File: src/rtl/core/clock_divider_search_assert.svh
// Assertion macros shared by the clock divider search RTL.
// Expects clk and rst in the scope of every use.
`ifndef CLOCK_DIVIDER_SEARCH_ASSERT_SVH
`define CLOCK_DIVIDER_SEARCH_ASSERT_SVH

// consequent holds in the same cycle as the antecedent
`define CLKDS_ASSERT_SAME(label, ante, cons, msg) \
  label: assert property (@(posedge clk) disable iff (rst) (ante) |-> (cons)) \
    else $error(msg);

// consequent holds in the cycle after the antecedent
`define CLKDS_ASSERT_NEXT(label, ante, cons, msg) \
  label: assert property (@(posedge clk) disable iff (rst) (ante) |=> (cons)) \
    else $error(msg);

`endif

File: src/rtl/core/clkds_pkg.sv
// Package for the clock divider search: widths, register indexes and the
// command/status words between controller and datapath. No dependencies.
`default_nettype none

package clkds_pkg;

  localparam int FreqW          = 32;
  localparam int BaseW          = 31;
  localparam int ScaleW         = 5;
  localparam int MaskW          = 17;
  localparam int ExpW           = 5;
  localparam int DivW           = 16;
  localparam int MaxPrescaleExp = 16;
  localparam int MaxScale       = 16;
  localparam int CntW           = $clog2(FreqW);
  localparam int CfgIdxW        = 2;
  localparam int CfgDataW       = 31;

  localparam logic [CfgIdxW-1:0] RegBaseFreq     = 2'd0;
  localparam logic [CfgIdxW-1:0] RegScaleBits    = 2'd1;
  localparam logic [CfgIdxW-1:0] RegPrescaleMask = 2'd2;

  localparam logic [BaseW-1:0]  BaseFreqRst     = 31'd16000000;
  localparam logic [ScaleW-1:0] ScaleBitsRst    = 5'd16;
  localparam logic [MaskW-1:0]  PrescaleMaskRst = 17'd1353;

  typedef struct packed {
    logic load;
    logic next_exp;
    logic div_init;
    logic div_step;
    logic clear_result;
    logic set_result;
  } dp_cmd_t;

  typedef struct packed {
    logic zero_in;
    logic exp_end;
    logic exp_ok;
    logic div_last;
    logic div_fits;
  } dp_stat_t;

endpackage

`default_nettype wire

File: src/rtl/core/clkds_ctrl.sv
// Controller of the clock divider search: walks the prescaler exponents and
// sequences the iterative division. Depends on clkds_pkg and the assert header.
`default_nettype none

`include "clock_divider_search_assert.svh"

module clkds_ctrl (
  input  wire logic               clk,
  input  wire logic               rst,
  input  wire logic               start,
  output logic                    busy,
  output logic                    done,
  output clkds_pkg::dp_cmd_t      cmd,
  input  wire clkds_pkg::dp_stat_t stat
);
  import clkds_pkg::*;

  typedef enum logic [4:0] {
    StIdle   = 5'b00001,
    StCheck  = 5'b00010,
    StDivide = 5'b00100,
    StJudge  = 5'b01000,
    StDone   = 5'b10000
  } state_t;

  state_t state, state_next;

  always_ff @(posedge clk) begin
    if (rst) begin
      state <= StIdle;
    end else begin
      state <= state_next;
    end
  end

  always_comb begin
    state_next = state;
    cmd        = '0;
    unique case (state)
      StIdle: begin
        if (start) begin
          cmd.load   = 1'b1;
          state_next = StCheck;
        end
      end
      StCheck: begin
        priority if (stat.zero_in || stat.exp_end) begin
          cmd.clear_result = 1'b1;
          state_next       = StDone;
        end else if (stat.exp_ok) begin
          cmd.div_init = 1'b1;
          state_next   = StDivide;
        end else begin
          cmd.next_exp = 1'b1;
        end
      end
      StDivide: begin
        cmd.div_step = 1'b1;
        if (stat.div_last) begin
          state_next = StJudge;
        end
      end
      StJudge: begin
        if (stat.div_fits) begin
          cmd.set_result = 1'b1;
          state_next     = StDone;
        end else begin
          cmd.next_exp = 1'b1;
          state_next   = StCheck;
        end
      end
      StDone: begin
        state_next = StIdle;
      end
      default: begin
        state_next = StIdle;
      end
    endcase
  end

  assign busy = (state != StIdle);
  assign done = (state == StDone);

  `CLKDS_ASSERT_NEXT(a_done_single, done, !done, "done strobe held longer than one cycle")
  `CLKDS_ASSERT_NEXT(a_zero_fails, (state == StCheck) && stat.zero_in,
                     done, "zero input did not finish at once")

endmodule

`default_nettype wire

File: src/rtl/core/clkds_dp.sv
// Datapath of the clock divider search: configuration registers, exponent
// counter, prescaled clock rounding, radix-2 divider and result registers.
// Depends on clkds_pkg and the assert header.
`default_nettype none

`include "clock_divider_search_assert.svh"

module clkds_dp (
  input  wire logic                            clk,
  input  wire logic                            rst,
  input  wire logic                            cfg_write,
  input  wire logic [clkds_pkg::CfgIdxW-1:0]   cfg_index,
  input  wire logic [clkds_pkg::CfgDataW-1:0]  cfg_data,
  input  wire logic [clkds_pkg::FreqW-1:0]     freq_hz,
  input  wire clkds_pkg::dp_cmd_t              cmd,
  output clkds_pkg::dp_stat_t                  stat,
  output logic                                 found,
  output logic [clkds_pkg::ExpW-1:0]           prescale_exp,
  output logic [clkds_pkg::DivW-1:0]           divider_minus_one
);
  import clkds_pkg::*;

  logic [BaseW-1:0]  base_freq_hz;
  logic [ScaleW-1:0] scale_bits;
  logic [MaskW-1:0]  prescale_mask;

  logic [FreqW-1:0]  freq;
  logic [ExpW-1:0]   exp;
  logic [FreqW-1:0]  rem;
  logic [FreqW-1:0]  quo;
  logic [CntW-1:0]   cnt;

  logic [FreqW-1:0]  shifted;
  logic [FreqW-1:0]  shifted_inc;
  logic [BaseW-1:0]  scaled;
  logic [FreqW:0]    trial;
  logic [FreqW:0]    diff;
  logic              ge;
  logic [FreqW:0]    quo_inc;
  logic [FreqW-1:0]  div_round;
  logic [ScaleW-1:0] width;
  logic [DivW:0]     max_div;
  logic [MaskW-1:0]  mask_shift;

  always_ff @(posedge clk) begin
    if (rst) begin
      base_freq_hz  <= BaseFreqRst;
      scale_bits    <= ScaleBitsRst;
      prescale_mask <= PrescaleMaskRst;
    end else if (cfg_write) begin
      unique case (cfg_index)
        RegBaseFreq:     base_freq_hz  <= cfg_data[BaseW-1:0];
        RegScaleBits:    scale_bits    <= cfg_data[ScaleW-1:0];
        RegPrescaleMask: prescale_mask <= cfg_data[MaskW-1:0];
        default: ;
      endcase
    end
  end

  // round(base / 2^exp)
  assign shifted     = {base_freq_hz, 1'b0} >> exp;
  assign shifted_inc = shifted + FreqW'(1);
  assign scaled      = shifted_inc[FreqW-1:1];
  assign mask_shift  = prescale_mask >> exp;

  // one restoring division step
  assign trial = {rem, quo[FreqW-1]};
  assign diff  = trial - {1'b0, freq};
  assign ge    = !diff[FreqW];

  assign quo_inc   = {1'b0, quo} + (FreqW+1)'(1);
  assign div_round = quo_inc[FreqW:1];
  assign width     = (scale_bits > ScaleW'(MaxScale)) ? ScaleW'(MaxScale) : scale_bits;
  assign max_div   = (DivW+1)'(1) << width;

  always_ff @(posedge clk) begin
    if (cmd.load) begin
      freq <= freq_hz;
      exp  <= '0;
    end else if (cmd.next_exp) begin
      exp <= exp + ExpW'(1);
    end
  end

  always_ff @(posedge clk) begin
    if (cmd.div_init) begin
      quo <= {scaled, 1'b0};
      rem <= '0;
      cnt <= '0;
    end else if (cmd.div_step) begin
      quo <= {quo[FreqW-2:0], ge};
      rem <= ge ? diff[FreqW-1:0] : trial[FreqW-1:0];
      cnt <= cnt + CntW'(1);
    end
  end

  always_ff @(posedge clk) begin
    if (rst || cmd.clear_result) begin
      found             <= 1'b0;
      prescale_exp      <= '0;
      divider_minus_one <= '0;
    end else if (cmd.set_result) begin
      found             <= 1'b1;
      prescale_exp      <= exp;
      divider_minus_one <= div_round[DivW-1:0] - DivW'(1);
    end
  end

  always_comb begin
    stat.zero_in  = (freq == '0) || (base_freq_hz == '0);
    stat.exp_end  = (exp > ExpW'(MaxPrescaleExp));
    stat.exp_ok   = mask_shift[0] && (scaled != '0);
    stat.div_last = (cnt == CntW'(FreqW - 1));
    stat.div_fits = (div_round != '0) && (div_round <= FreqW'(max_div));
  end

  `CLKDS_ASSERT_SAME(a_rem_below_freq, cmd.div_step, rem < freq,
                     "division remainder reached the divisor")
  `CLKDS_ASSERT_SAME(a_miss_is_zero, !found,
                     (prescale_exp == '0) && (divider_minus_one == '0),
                     "result fields not zero without a match")

endmodule

`default_nettype wire

File: src/rtl/core/clock_divider_search.sv
// Top level of the clock divider search: controller, datapath and the
// configuration write port. Depends on clkds_pkg, clkds_ctrl and clkds_dp.
//
// A word on freq_hz is taken when start is high and busy is low. The block
// then tries the enabled prescaler exponents from 0 up to 16; each enabled
// exponent with a nonzero prescaled clock gets a check, a radix-2 division
// of twice the prescaled clock by freq_hz and a judge step, and each
// disabled exponent gets only a check. The single shared divider serves
// one word at a time: no new word is taken until the search is done. The
// result appears on found, prescale_exp and divider_minus_one while done is
// high for exactly one cycle; the receiver cannot stall, so it must take
// the word in that cycle. Configuration writes are always ready and must
// only be issued while busy is low.
`default_nettype none

module clock_divider_search (
  input  wire logic                           clk,
  input  wire logic                           rst,
  input  wire logic                           start,
  output logic                                busy,
  input  wire logic [clkds_pkg::FreqW-1:0]    freq_hz,
  output logic                                done,
  output logic                                found,
  output logic [clkds_pkg::ExpW-1:0]          prescale_exp,
  output logic [clkds_pkg::DivW-1:0]          divider_minus_one,
  input  wire logic                           cfg_valid,
  output logic                                cfg_ready,
  input  wire logic [clkds_pkg::CfgIdxW-1:0]  cfg_index,
  input  wire logic [clkds_pkg::CfgDataW-1:0] cfg_data
);
  import clkds_pkg::*;

  dp_cmd_t  cmd;
  dp_stat_t stat;

  assign cfg_ready = 1'b1;

  clkds_ctrl u_ctrl (
    .clk   (clk),
    .rst   (rst),
    .start (start),
    .busy  (busy),
    .done  (done),
    .cmd   (cmd),
    .stat  (stat)
  );

  clkds_dp u_dp (
    .clk               (clk),
    .rst               (rst),
    .cfg_write         (cfg_valid && cfg_ready),
    .cfg_index         (cfg_index),
    .cfg_data          (cfg_data),
    .freq_hz           (freq_hz),
    .cmd               (cmd),
    .stat              (stat),
    .found             (found),
    .prescale_exp      (prescale_exp),
    .divider_minus_one (divider_minus_one)
  );

endmodule

`default_nettype wire
File: config.mk
export PLATFORM = sky130hd
export DESIGN_NAME = clock_divider_search
export DESIGN_NICKNAME = d
export VERILOG_FILES = /design/src/rtl/core/clkds_pkg.sv /design/src/rtl/core/clkds_ctrl.sv /design/src/rtl/core/clkds_dp.sv /design/src/rtl/core/clock_divider_search.sv
export VERILOG_INCLUDE_DIRS = /design/src /design/src/rtl/core
export SDC_FILE = /design/constraint.sdc
export NUM_CORES = 1
export LEC_CHECK = 0
export BUFFER_PORTS_ARGS = -buffer_cell sky130_fd_sc_hd__buf_2
export CORE_MARGIN = 3
export CORE_UTILIZATION = 55
export DETAILED_ROUTE_END_ITERATION = 6
export PLACE_DENSITY_LB_ADDON = 0.3
export SYNTH_ARGS = -nofsm -noshare
export SYNTH_HDL_FRONTEND = slang
export SYNTH_SLANG_ARGS = --single-unit
File: constraint.sdc
create_clock -name clk -period 6.78 [get_ports clk]
set_input_delay 0.339 -clock clk [delete_from_list [all_inputs] [get_ports clk]]
set_output_delay 0.339 -clock clk [all_outputs]
set_load 0.01 [all_outputs]
* After elaboration in Yosys (flattened, before gate mapping)
Index checks and enable logic that the tools add are counted.
** Storage, ports and cells
- Input port bits :: 69
- Output and inout port bits :: 25
- Register bits :: 186
- Logic and storage cells :: 76
** Operators by class
- Equal/unequal tests :: 12
- Shifts and indexed selects :: 3
- Reductions and logical operators :: 16
- Mux-type cells :: 23
- Order comparisons :: 3
- $add $sub $neg :: 6
** Operators with widths (number)
- 32-bit two-way mux :: 3
- 32-bit by 1-bit adder with 33-bit output (second input constant) :: 1
- 33-bit by 32-bit subtractor with 33-bit output :: 1
- 32-bit by 1-bit adder with 32-bit output (second input constant) :: 1
- 32-bit by 17-bit less-or-equal comparator with 1-bit output :: 1
- 32-bit zero test :: 1
- 32-bit nonzero test :: 1
- 32-bit by 5-bit >> shifter with 32-bit output :: 1
- 31-bit zero test :: 1
- 31-bit nonzero test :: 1
- 5-bit two-way mux :: 6
- 5-bit case mux with 4 select lines :: 1
- 1-bit by 5-bit << shifter with 17-bit output (first input constant) :: 1
- 17-bit by 5-bit >> shifter with 1-bit output :: 1
- 16-bit by 1-bit subtractor with 16-bit output (second input constant) :: 1
- 1-bit two-way mux :: 11
- 5-bit by 1-bit adder with 5-bit output (second input constant) :: 2
- 5-bit equality test (second input constant) :: 2
- 5-bit greater-than comparator (second input constant) :: 2
- 2-bit AND reduction :: 3
- 5-bit by 1-bit equality test with 1-bit output (second input constant) :: 1
- 5-bit by 2-bit equality test with 1-bit output (second input constant) :: 1
- 5-bit by 3-bit equality test with 1-bit output (second input constant) :: 1
- 5-bit by 4-bit equality test with 1-bit output (second input constant) :: 1
- 13 further kinds :: 17

* Depth between registers and ports, before layout
Gate-level depths: netlist of the first run.
- Depth in word-level cells :: 8
- Depth in mapped cells :: 24

* Cells and area by module
From an unflattened synthesis of the first run, not the netlist that was laid out.
** Second synthesis, totals
- Cells, all modules :: 1532
- Area, all modules :: 13721.9 µm²
** Modules (own cells, without submodules)
- clkds_dp :: cells each 1490, area each 13382.8 µm², times used 1, sequential area each 4254.1 µm²
- clkds_ctrl :: cells each 40, area each 327.8 µm², times used 1, sequential area each 100.1 µm²
- clock_divider_search :: cells each 2, area each 11.3 µm², times used 1, sequential area each 0.0 µm²

* Worst setup path after synthesis of the first run
No wires, ideal clock.
- Kind :: register to register
- From :: register u_dp.exp[0]
- To :: register u_dp.quo[10], enable pin
- Stages on the path, launching flop included :: 21
- Required time :: 6308 ps
- Path slack :: 1292 ps
- Clock period less this slack :: 5488 ps
- Arrival time :: 5016 ps
- Cell sequence :: dfxtp_1 -> buf_6 -> buf_4 -> clkinv_1 -> mux4_2 -> mux2i_1 -> a221o_1 -> inv_1 -> ha_1 -> nor4b_1 -> nand4_1 -> or4_1 -> xor2_1 -> o311ai_0 -> nor4b_1 -> a31o_1 -> buf_6 -> or2_1 -> buf_6 -> buf_12 -> nand2_1
** On the way
- Word-level cells in the longest chain between the ends :: 8
- Elaborated cells on any way between the ends :: 11
- Those cells by class :: 1 x add/sub; 1 x order compare; 2 x shift; 3 x mux; 4 x reduce/logical
** RTL lines
- start, declared :: RTL line clkds_dp.sv:28 : logic [ExpW-1:0] exp;
- start signal, assigned :: RTL line clkds_dp.sv:81 : exp <= exp + ExpW'(1);
- 32-bit by 5-bit >> shifter with 32-bit output :: RTL line clkds_dp.sv:61 : assign shifted = {base_freq_hz, 1'b0} >> exp;
- 32-bit by 1-bit adder with 32-bit output :: RTL line clkds_dp.sv:62 : assign shifted_inc = shifted + FreqW'(1);
- 31-bit nonzero test :: RTL line clkds_dp.sv:112 : stat.exp_ok = mask_shift[0] && (scaled != '0);
- 1-bit logical AND :: RTL line clkds_dp.sv:112
- 1-bit two-way mux :: RTL line clkds_ctrl.sv:50 : end else if (stat.exp_ok) begin
- 2-bit two-way mux * :: RTL line clkds_ctrl.sv:47 : priority if (stat.zero_in || stat.exp_end) begin
- 1-bit two-way mux * :: RTL line clkds_ctrl.sv:39 : unique case (state)
- 2-bit nonzero test (no source line) *
- end signal, assigned :: RTL line clkds_dp.sv:87 : quo <= {scaled, 1'b0};
- end signal, assigned :: RTL line clkds_dp.sv:91 : quo <= {quo[FreqW-2:0], ge};
- end, declared :: RTL line clkds_dp.sv:30 : logic [FreqW-1:0] quo;
Every way passes the cells marked *; elsewhere a longest branch is shown, timed or not.
A chain may end at the register's enable or synchronous reset.

* Worst setup path after layout of the first run
- From :: register u_dp.exp[0]
- To :: register u_dp.quo[2] (data pin)
** On the way
- Word-level cells in the longest chain between the ends :: 8
- Elaborated cells on any way between the ends :: 11
- Those cells by class :: 1 x add/sub; 1 x order compare; 2 x shift; 4 x mux; 3 x reduce/logical
** RTL lines
- 32-bit by 5-bit >> shifter with 32-bit output :: RTL line clkds_dp.sv:61
- 32-bit by 1-bit adder with 32-bit output :: RTL line clkds_dp.sv:62
- 31-bit nonzero test :: RTL line clkds_dp.sv:112
- 1-bit logical AND :: RTL line clkds_dp.sv:112
- 1-bit two-way mux :: RTL line clkds_ctrl.sv:50
- 2-bit two-way mux :: RTL line clkds_ctrl.sv:47
- 1-bit two-way mux :: RTL line clkds_ctrl.sv:39
- 32-bit two-way mux * :: RTL line clkds_dp.sv:86 : if (cmd.div_init) begin
Marks and branches as above.

==> metrics.cfg, run 1 <==
[critical_path]
path_delay_family = simple AND/OR/NAND/NOR gates
cp.required_ns = 6.95
cp_num_buf_inv = 3
critPathLaunchType = flop
endpoint_kind = flop
crit_path_max_fanout = 24
max_stage_delay_ns = 0.61
crit_type = flop to flop
crit_arrival_ns = 6.15
critical_path_depth = 16
crit_chain = clkinv_1 > mux4_2 > mux2i_1 > a221o_1 > inv_1 > ha_1 > nor4b_1 > nand4_1 > or4_1 > xor2_1 > o311ai_0 > nor4b_1 > a31o_1 > or2_1 > buf_4 > o21ai_0
crit_top_cell = nor4b_1
rr_worst_depth = 16
worst_path_max_delay_cell = dfxtp_2

[sta]
hold_slack_ns = 0.0619
setup_viol = 0
slew_headroom_pct = 24.9
finClkSkew_ns = 0.0183
fin_crit_ns = 5.97
worst_pin_slew_ns = 1.12
finalHoldViolCount = 0
rsz0062_at_grt = false
slew_viol_final = 0
worst_slack_ns = 0.807
period_share_pct = 88.1
max_freq_mhz = 167
tns_ns = 0

[clock_network]
ctsResizeCount = 0
clock-sinks = 186
cts_setup_buffers = 0
cts_tree = done
root_buffer = clkbuf_16
cts_buffers = 17
worstSkewPairLatency_ns = 0.45
ctsHoldBuffers = 0
htreeDepth = 4
clockBufferDepth = 2
clkTransAtPathRegs_ns = 0.08

[power_and_ir_drop]
p_leak_nw = 5.86
p_switching_mw = 0.884
switching_share_pct = 31.3
clockPowerShare_pct = 34.6
ir_worst_vdd_mv = 0.132
seqPwrFrac_pct = 46.3
cellPowerDensity_nw_per_um2 = 187
total_power_mw = 2.82
p_int_mw = 1.94
p_comb_share_pct = 19.1

[floorplan]
row_count = 57
start_util_pct = 56.7
die_x_um = 166
die_area_um2 = 27400
die_h_um = 166
core_area_um2 = 24700
ios = 94

[placed_design]
dpl.hpwl_um = 27800
dpl_worst_slack_ns = 0.834
port_buffers = 92
placed_cells = 1933
placed_area_um2 = 14500
place_congestion = 0.984

[synthesis]
ys_async_sr_fraction_pct = 0
synth_cell_type_count = 98
syn_nets = 1716
synth_cells = 1590
synth_edf_count = 63
synth.avg_cell_area_um2 = 8.80
syn_area_um2 = 14000
ys_seq_area_share_pct = 31.1
synth_area_leaders = dfxtp_1, edfxtp_1, mux4_2, nand2_1, mux2i_1
yosysWarningCount = 0
yosys.area.top_type = dfxtp_1
ys.flop_type = dfxtp_1
ys_ff_latch = 186
synth_top_cell_area_share_pct = 17.6

[hold_path]
hp-class = primary input to flop
worstHoldPathCells = 1

[global_routing]
grt-ovfl-total = 0
grt_pass1_vias = 11300
grt_antenna_before_repair = 0
grt_max_degree = 57
grt_usage_pct = 27.0
grt_pass1_wl_um = 59200

[layout]
syn2layout_area_growth_pct = 7.75
diodes = 0
layout.nets = 1754
finalNonFillerCells = 1965
drive_gt1_share_pct = 15.7
final_common_cell = nand2_1
post-route-util_pct = 61.1
design_area_um2 = 15100
final_cell_mix = nand2_1, dfxtp_1, buf_2

[drt]
vias = 12400
drtIter0Drc = 1260
drcViolationCount = 0
vias_per_cell = 6.31
final_antenna_net_count = 0
dr.pass1.iters = 6
avgRoutedWirePerCell_um = 18.8
drt_wl_total_um = 37000

[status]
status = completed

[flow_run]
max_cap_violations = 0

==> cell type report <==
type / instances / area (um2)
clock inverter: 15 / 129
sequential: 186 / 4360
timing repair buffer: 112 / 611
tap: 324 / 405
clock buffer: 17 / 425
fill: 2164 / 9590
multi-input combinational: 1236 / 8870
inverter: 75 / 282
==> cells in the mapped netlist (7+ instances only) <==
library cell and n:
nand2_1 221, dfxtp_1 123, nor2_1 91, a21oi_1 89, o21ai_0 75, inv_1 74, mux2i_1 71, edfxtp_1 63
clkbuf_1 57, ha_1 56, xnor2_1 55, nand3_1 44, mux4_2 42, o211ai_1 30, nor3_1 29, nand4_1 26
xor2_1 26, nor4_1 25, and3_1 22, mux2_2 18, nand3b_1 18, o21a_1 18, a21o_1 17, a31oi_1 16
and2_1 16, nand2b_1 16, o21ai_2 15, nor2b_1 14, o22ai_1 14, buf_2 13, buf_6 11, a21boi_0 10
a22o_1 10, a211oi_1 9, and4_1 9, or3_1 9, a22oi_1 8, or2_2 8, o31ai_1 7
==> registers in the layout, indices dropped and copies added (netlist names) <==
| name | flops |
|---|---|
| u_dp.rem | 32 |
| u_dp.exp | 5 |
| u_dp.cnt | 5 |
| u_dp.freq | 32 |
| u_dp.quo | 32 |
| u_ctrl.state | 5 |
| u_dp.prescale_exp | 5 |
| u_dp.base_freq_hz | 31 |
| u_dp.divider_minus_one | 16 |
| u_dp.prescale_mask | 17 |
| u_dp.scale_bits | 5 |
| u_dp.found | 1 |
==> logic make-up after synthesis <==
logic type | synth area share (%)
compound gates | 18.2
fa+ha+maj | 5.15
other cells | 0.0268
buf+inv | 5.60
simple gates | 20.9
mux | 13.9
flops | 31.1
xor+xnor | 5.07
==> routing by layer <==
metal | track usage (%) | routed length (um) | up-vias
met5 | 0 | 0 | -
met4 | 9.49 | 1040 | 0
met3 | 4.64 | 2720 | 73
met2 | 40.2 | 16100 | 524
met1 | 39.6 | 17100 | 5831
li1 | - | - | 5966
==> power by group through the flow <==
stage | logic, mW | registers [mW] | clock network, mW
2_1_floorplan | 0.412 | 1.30 | 0
3_3_place_gp | 0.518 | 1.33 | 0
3_5_place_dp | 0.527 | 1.33 | 0
4_1_cts | 0.531 | 1.30 | 0.990
5_1_grt | 0.593 | 1.32 | 1.03
6_report | 0.538 | 1.31 | 0.975
==> worst paths after layout <==
path / from / end / slack, ns
worst max-delay path: u_dp.exp[0] / u_dp.quo[2] / 0.81
worst min-delay path: freq_hz[29] / u_dp.freq[29] / 0.06
worst max register to register: u_dp.exp[0] / u_dp.quo[2] / 0.81
worst min register to register: u_dp.found / u_dp.found / 0.45
Note: power is estimated with default switching activity, not from simulation.
==> run 2: changes to the inputs <==
--- a/config.mk
+++ b/config.mk
@@ -10,7 +10,7 @@
 export CORE_MARGIN = 3
 export CORE_UTILIZATION = 55
 export DETAILED_ROUTE_END_ITERATION = 6
-export PLACE_DENSITY_LB_ADDON = 0.3
+export PLACE_DENSITY = 0.76
 export SYNTH_ARGS = -nofsm -noshare
 export SYNTH_HDL_FRONTEND = slang
 export SYNTH_SLANG_ARGS = --single-unit
==> run 2 against run 1 <==
  * Wire length grew 1.3%
  * Non-clock buffer count shrank 3
  * Worst hold slack lost 0.0015 ns
  * Die area is the same
  * Final area is essentially flat
  * Setup slack gained 0.054 ns
  * Via count grew 0.19%
  * Critical endpoint unchanged
  * Largest power group unchanged
==> metrics.cfg, run 2 (synthesized netlist as in run 1, its figures left out) <==
[status]
status = completed

[clock_network]
ctsHoldBuffers = 0  ; unchanged
cts_tree = done
clkTransAtPathRegs_ns = 0.08  ; about the same
cts_setup_buffers = 0  ; unchanged
clockBufferDepth = 2  ; unchanged
clock-sinks = 186  ; unchanged
cts_buffers = 17  ; unchanged
worstSkewPairLatency_ns = 0.45  ; about the same
htreeDepth = 4  ; unchanged
root_buffer = clkbuf_16
ctsResizeCount = 0  ; unchanged

[placed_design]
place_congestion = 0.965  ; -2.0%
dpl.hpwl_um = 27700  ; -0.43%
placed_cells = 1930  ; -0.16%
dpl_worst_slack_ns = 0.969  ; +0.135 ns
port_buffers = 92  ; unchanged
placed_area_um2 = 14500  ; -0.15%

[power_and_ir_drop]
cellPowerDensity_nw_per_um2 = 188  ; +0.62%
p_leak_nw = 5.85  ; -0.26%
total_power_mw = 2.84  ; +0.56%
ir_worst_vdd_mv = 0.135  ; +2.8%

[drt]
final_antenna_net_count = 0  ; unchanged
dr.pass1.iters = 6  ; unchanged
avgRoutedWirePerCell_um = 19.1  ; +1.5%
vias = 12400  ; +0.19%
drtIter0Drc = 1093  ; -13%
vias_per_cell = 6.33  ; +0.34%
drt_wl_total_um = 37400  ; +1.3%
drcViolationCount = 0  ; unchanged

[sta]
max_freq_mhz = 169  ; +0.91%
slew_viol_final = 0  ; unchanged
worst_pin_slew_ns = 1.16  ; +0.0343 ns
rsz0062_at_grt = false
slew_headroom_pct = 22.8  ; -2.1 points
worst_slack_ns = 0.861  ; +0.0536 ns
fin_crit_ns = 5.92  ; -0.0536 ns
finClkSkew_ns = 0.0182  ; -0.000116 ns
setup_viol = 0  ; unchanged
tns_ns = 0  ; unchanged
finalHoldViolCount = 0  ; unchanged
period_share_pct = 87.3  ; -0.79 points
hold_slack_ns = 0.0604  ; -0.00150 ns

[critical_path]
crit_type = flop to flop
crit_arrival_ns = 6.10  ; -0.05 ns
critPathLaunchType = flop
r2r_slack_ns = 0.86  ; +0.05 ns
cp.required_ns = 6.96  ; about the same
crit_path_max_fanout = 33  ; +38%
endpoint_kind = flop

[flow_run]
max_cap_violations = 0  ; unchanged

[floorplan]
start_util_pct = 56.7  ; unchanged
ios = 94  ; unchanged
die_area_um2 = 27400  ; unchanged
die_h_um = 166  ; unchanged
core_area_um2 = 24700  ; unchanged
die_x_um = 166  ; unchanged
row_count = 57  ; unchanged

[layout]
fillCellCount = 2208  ; +2.0%
syn2layout_area_growth_pct = 7.68  ; about the same
post-route-util_pct = 61.1  ; about the same
design_area_um2 = 15100  ; about the same
final_cell_mix = nand2_1, dfxtp_1, buf_2
layout.nets = 1751  ; -0.17%
reg_top3 = u_dp.freq (32), u_dp.quo (32), u_dp.rem (32)
finalNonFillerCells = 1962  ; -0.15%
diodes = 0  ; unchanged
drive_gt1_share_pct = 15.6  ; -0.093 points
final_common_cell = nand2_1

[global_routing]
grt_pass1_wl_um = 60000  ; +1.3%
grt_max_degree = 71  ; +25%
grt_antenna_before_repair = 0  ; unchanged
grt_pass1_vias = 11500  ; +1.5%
grt-ovfl-total = 0  ; unchanged
grt_usage_pct = 27.2  ; +0.17 points

[hold_path]
hp-class = primary input to flop

run 2: cell type report:
cell class              instances  area [um2]  share of cell area, %
multi-input cells            1236        8870                   58.9
flip-flops and latches        186        4360                   28.9
repair buffers                109         588                   3.90
clock buffers                  18         439                   2.91
well taps                     324         405                   2.69
inverters                      75         282                   1.87
clock inverters                14         128                  0.847
run 2: path summary, 6_finish.rpt:
path         cells past startpoint   startpoint            end
max                             17  u_dp.exp[1]    u_dp.quo[2]
min                              1  freq_hz[18]  u_dp.freq[18]
max reg2reg                     17  u_dp.exp[1]    u_dp.quo[2]
min reg2reg                      2   u_dp.found     u_dp.found
run 2: critical path: stages (launching register included):
cell      delay [ns]
dfxtp_2         0.82
buf_4           0.37
mux4_2          0.35
o22ai_1         0.09
nor2_1          0.09
o221ai_1        0.25
inv_1           0.19
ha_1            0.22
nor4b_1         0.61
nand4_1         0.26
or4_1           0.60
xor2_1          0.33
o311ai_0        0.25
nor4b_1         0.29
a31o_1          0.23
or2_1           0.17
buf_4           0.37
o21ai_0         0.16
run 2: layer usage:
layer	global-route usage, %	wire length [um]	vias up
li1	-	-	5948
met1	39.7	17300	5909
met2	41.3	16700	485
met3	4.91	2660	75
met4	7.52	856	0
met5	0	0	-
run 2: power breakdown:
group          total [mW]  internal (mW)  switching, mW
Clock               0.986          0.496          0.490
Combinational       0.545          0.216          0.329
Sequential           1.30           1.24         0.0689
Total                2.84           1.95          0.888
